===== config.mk =====
export PLATFORM = sky130hd
export DESIGN_NAME = pkhm_ram
export DESIGN_NICKNAME = d
export VERILOG_FILES = /design/src/rtl/core/pair_keyed_count_hash_map_macros.svh /design/src/rtl/core/pkhm_ram.sv
export SDC_FILE = /design/constraint.sdc
export NUM_CORES = 2
export LEC_CHECK = 0
export ABC_CLOCK_PERIOD_IN_PS = 4970
export BUFFER_PORTS_ARGS = -buffer_cell sky130_fd_sc_hd__buf_4
export CAP_MARGIN = 20
export CORE_MARGIN = 1
export CORE_UTILIZATION = 50
export DETAILED_ROUTE_END_ITERATION = 12
export GPL_ROUTABILITY_DRIVEN = 0
export HOLD_SLACK_MARGIN = 0.02
export PLACE_DENSITY_LB_ADDON = 0.05
export SYNTH_ARGS = -nofsm -noshare
export SYNTH_HDL_FRONTEND = slang
export SYNTH_SLANG_ARGS = --single-unit
export TNS_END_PERCENT = 50

===== constraint.sdc =====
create_clock -name clock -period 4.97 [get_ports clock]
set_input_delay 0.497 -clock clock [delete_from_list [all_inputs] [get_ports clock]]
set_output_delay 0.497 -clock clock [all_outputs]
set_load 0.01 [all_outputs]

===== src/rtl/core/pair_keyed_count_hash_map_macros.svh =====
// Assertion macros shared by the pair keyed count hash map RTL.
`ifndef PAIR_KEYED_COUNT_HASH_MAP_MACROS_SVH
`define PAIR_KEYED_COUNT_HASH_MAP_MACROS_SVH

// Clocked check that is switched off while reset is high.
`define PKHM_ASSERT(label, clk, rst, prop, msg) \
   label: assert property (@(posedge clk) disable iff (rst) prop) \
      else $error(msg);

// Clocked check that also holds across reset.
`define PKHM_ASSERT_ALWAYS(label, clk, prop, msg) \
   label: assert property (@(posedge clk) prop) \
      else $error(msg);

`endif


===== src/rtl/core/pkhm_ram.sv =====
// Generic single write port RAM with one registered read port.
`timescale 1ns / 1ps

module pkhm_ram #(
   parameter int WIDTH = 32,
   parameter int DEPTH = 64
) (
   input  logic                     clock,
   input  logic                     wr_en,
   input  logic [$clog2(DEPTH)-1:0] wr_addr,
   input  logic [WIDTH-1:0]         wr_data,
   input  logic                     rd_en,
   input  logic [$clog2(DEPTH)-1:0] rd_addr,
   output logic [WIDTH-1:0]         rd_data
);

   logic [WIDTH-1:0] mem_ff [DEPTH];
   logic [WIDTH-1:0] rd_data_ff;

   // A read in the cycle of a write to the same address returns the old word.
   always_ff @(posedge clock) begin
      if (wr_en) begin
         mem_ff[wr_addr] <= wr_data;
      end
      if (rd_en) begin
         rd_data_ff <= mem_ff[rd_addr];
      end
   end

   assign rd_data = rd_data_ff;

endmodule

==> impl_metrics.json <==
{
  "status": "complete, no violations",
  "yosysUniqueCellTypes": 33,
  "async_reset_ff_frac": 0,
  "ff2ff_setup_slack_ns": 2.50,
  "drtPass1Iterations": 5,
  "required_ns": 5.51,
  "r2r_start": "mem_ff[47][3]",
  "synthAdderAreaFrac": 0,
  "track_usage": 0.280,
  "placed_cell_area_um2": 83000,
  "setup-violations-final": 0,
  "synth_xor_area_frac": 0,
  "fin_util": 0.573,
  "syn_area_um2": 78800,
  "cts_hold_buf": 0,
  "period_share": 0.631,
  "core_area_um2": 156000,
  "rsz0062_at_grt": "false",
  "crit_path_start": "rd_addr[0]",
  "grt_pass1_wl_um": 302000,
  "fillers": 11400,
  "via_per_inst": 6.50,
  "hold_violations": 0,
  "clock_path_buffers": 3,
  "ios": 79,
  "initial_core_util": 0.504,
  "reg2regPathDepth": 4,
  "endpoint": "rd_data[3]",
  "synth_seq_area_share": 0.792,
  "rows": 145,
  "hp-class": "input port to flip-flop",
  "synthCells": 3324,
  "multi_input_area_um2": 16000,
  "synth_flop_cell": "edfxtp_1",
  "cts.sinks": 2080,
  "relSlewSlack": 0.249,
  "grt_pass1_vias": 38000,
  "start_kind": "input port",
  "tritoncts": "yes",
  "tns_ns": 0,
  "cpMostUsedCell": "mux4_2",
  "power_mw": 36.6,
  "muxShareOfSynthArea": 0.167,
  "drv_slew": 0,
  "cts.reportedPaths.clkPinSlew_ns": 0.06,
  "crit_family": "buffers and inverters",
  "postCtsSetupBuffers": 0,
  "area_growth_pct": 13.7,
  "dp_hpwl_um": 123000,
  "syn_area_per_cell_um2": 23.7,
  "synth_edf_count": 2080,
  "ys_warn_count": 0,
  "grt_max_degree": 89,
  "worstPathMaxFanout": 42,
  "design_area_um2": 89600,
  "cts-buffers-inserted": 208,
  "htree_levels": 4,
  "dieWidth_um": 399,
  "critPathKind": "input port to flip-flop",
  "nets": 3626,
  "synth-seq-cells": 2080,
  "drive_gt1_frac": 0.301,
  "power_density_nw_per_um2": 408,
  "worstPathArrival_ns": 3.68,
  "path_buf_inv": 3,
  "worstMarginPinSlew_ns": 1.12,
  "overflow": 0,
  "drtAntennaViolNets": 0,
  "maxCapViolations": 0,
  "clock-root-buffer": "clkbuf_16",
  "antenna_found_initial": 14,
  "layout_common_cells": "edfxtp_1 (2,080), mux4_2 (544), clkbuf_16 (211)",
  "portBuffers": 78,
  "post_cts_resized": 0,
  "leakagePower_nw": 27.8,
  "wirelength_um": 219000,
  "cp_cell_sequence": "buf_8 > buf_12 > buf_4 > mux4_2 > mux4_2 > o22ai_1 > nor2_1",
  "die_h_um": 399,
  "synth_top_family_by_area": "multiplexers",
  "num_vias": 37900,
  "synth_simple_gate_area_share": 0.0126,
  "maxClockFrequency_mhz": 319,
  "cp.depth": 7,
  "crit_path_end_kind": "flip-flop",
  "synthesis.nets": 3371,
  "synth_compound_area_frac": 0.0167,
  "hold_ws_ns": 0.226,
  "avgRoutedWirePerCell_um": 37.6,
  "final_common_cell": "edfxtp_1",
  "register_area_um2": 62500,
  "drc": 0,
  "min_period_ns": 3.13,
  "skew_ns": 0.0243,
  "worstReg2RegEnd": "rd_data[3]",
  "cpPeakStageDelay_ns": 0.71,
  "crit_slowest_cell": "o22ai_1",
  "dieArea_um2": 159000,
  "clk_latency_ns": 0.83,
  "ir_worst_vdd_mv": 0.438,
  "drtIter0Drc": 4832
}
## where the power goes
group / switching (mW) / internal (mW) / total [mW]
clock: 6.56 / 8.61 / 15.2
combinational: 1.19 / 0.666 / 1.86
sequential: 0.0763 / 19.5 / 19.5
## logic make-up after synthesis
kind of cell    after synthesis
flops                      2080
mux                         637
simple gates                223
compound gates              202
buf+inv                     182
## metal layers
| layer | vias up | global-route usage | routed length [um] | share of wire |
|---|---|---|---|---|
| met2 | 1840 | 0.438 | 104000 | 0.48 |
| met1 | 20900 | 0.415 | 91600 | 0.42 |
| met4 | 6 | 0.0689 | 4950 | 0.023 |
| met5 | - | 0 | 47 | 0.00021 |
| met3 | 273 | 0.0473 | 18200 | 0.083 |
| li1 | 14900 | - | - | - |
## metrics by stage
step                      cells  worst slack (ns)
after floorplan            3324              1.31
after global placement     5424             0.941
after detailed placement   5427             0.946
after CTS                  5818              1.83
after global routing       5818              1.70
final                      5824              1.84
## how the worst min path moves through the flow
| stage | slack, ns | endpoint | cells past startpoint | from |
|---|---|---|---|---|
| after floorplan | 0.60 | mem_ff[0][0] | 0 | wr_data[0] |
| after global placement | 0.83 | rd_data[20] | 4 | mem_ff[12][20] |
| after detailed placement | 0.81 | rd_data[4] | 4 | mem_ff[12][4] |
| after CTS | 0.18 | mem_ff[7][28] | 1 | wr_data[28] |
| after global routing | 0.23 | mem_ff[2][28] | 1 | wr_data[28] |
| final | 0.23 | mem_ff[41][4] | 1 | wr_data[4] |
## state kept, by name, summed over array words and instances, names as in the netlist
name / flops
rd_data: 32
mem_ff: 2048
## cells in the mapped netlist (4+ instances only)
cell      instances  area share
edfxtp_1       2080        0.79
mux4_2          544        0.16
nor2_1          137      0.0065
mux2i_1          93       0.012
o22ai_1          84      0.0067
clkbuf_1         74      0.0035
a21oi_1          62      0.0039
buf_2            57      0.0036
o221ai_1         27      0.0030
nand2_1          26      0.0012
buf_4            25      0.0024
buf_1            21      0.0010
nor2b_1          15      0.0012
a22oi_1          12      0.0011
a311oi_1          8     0.00089
nand2b_1          8     0.00063
nor3_1            7     0.00044
buf_6             5     0.00071
nand3_1           5     0.00032
nand3b_1          5     0.00048
a41o_1            4     0.00051
and3_1            4     0.00032
o32ai_1           4     0.00044
## cell type report
cell class              count  share of cell area
clock buffers             255              0.0608
clock inverters           136              0.0125
diodes                      6            0.000168
flip-flops and latches   2080               0.697
repair buffers            227              0.0225
well taps                2058              0.0287
multi-input cells        1062               0.178
No activity file was read; power rests on OpenSTA's default activity.
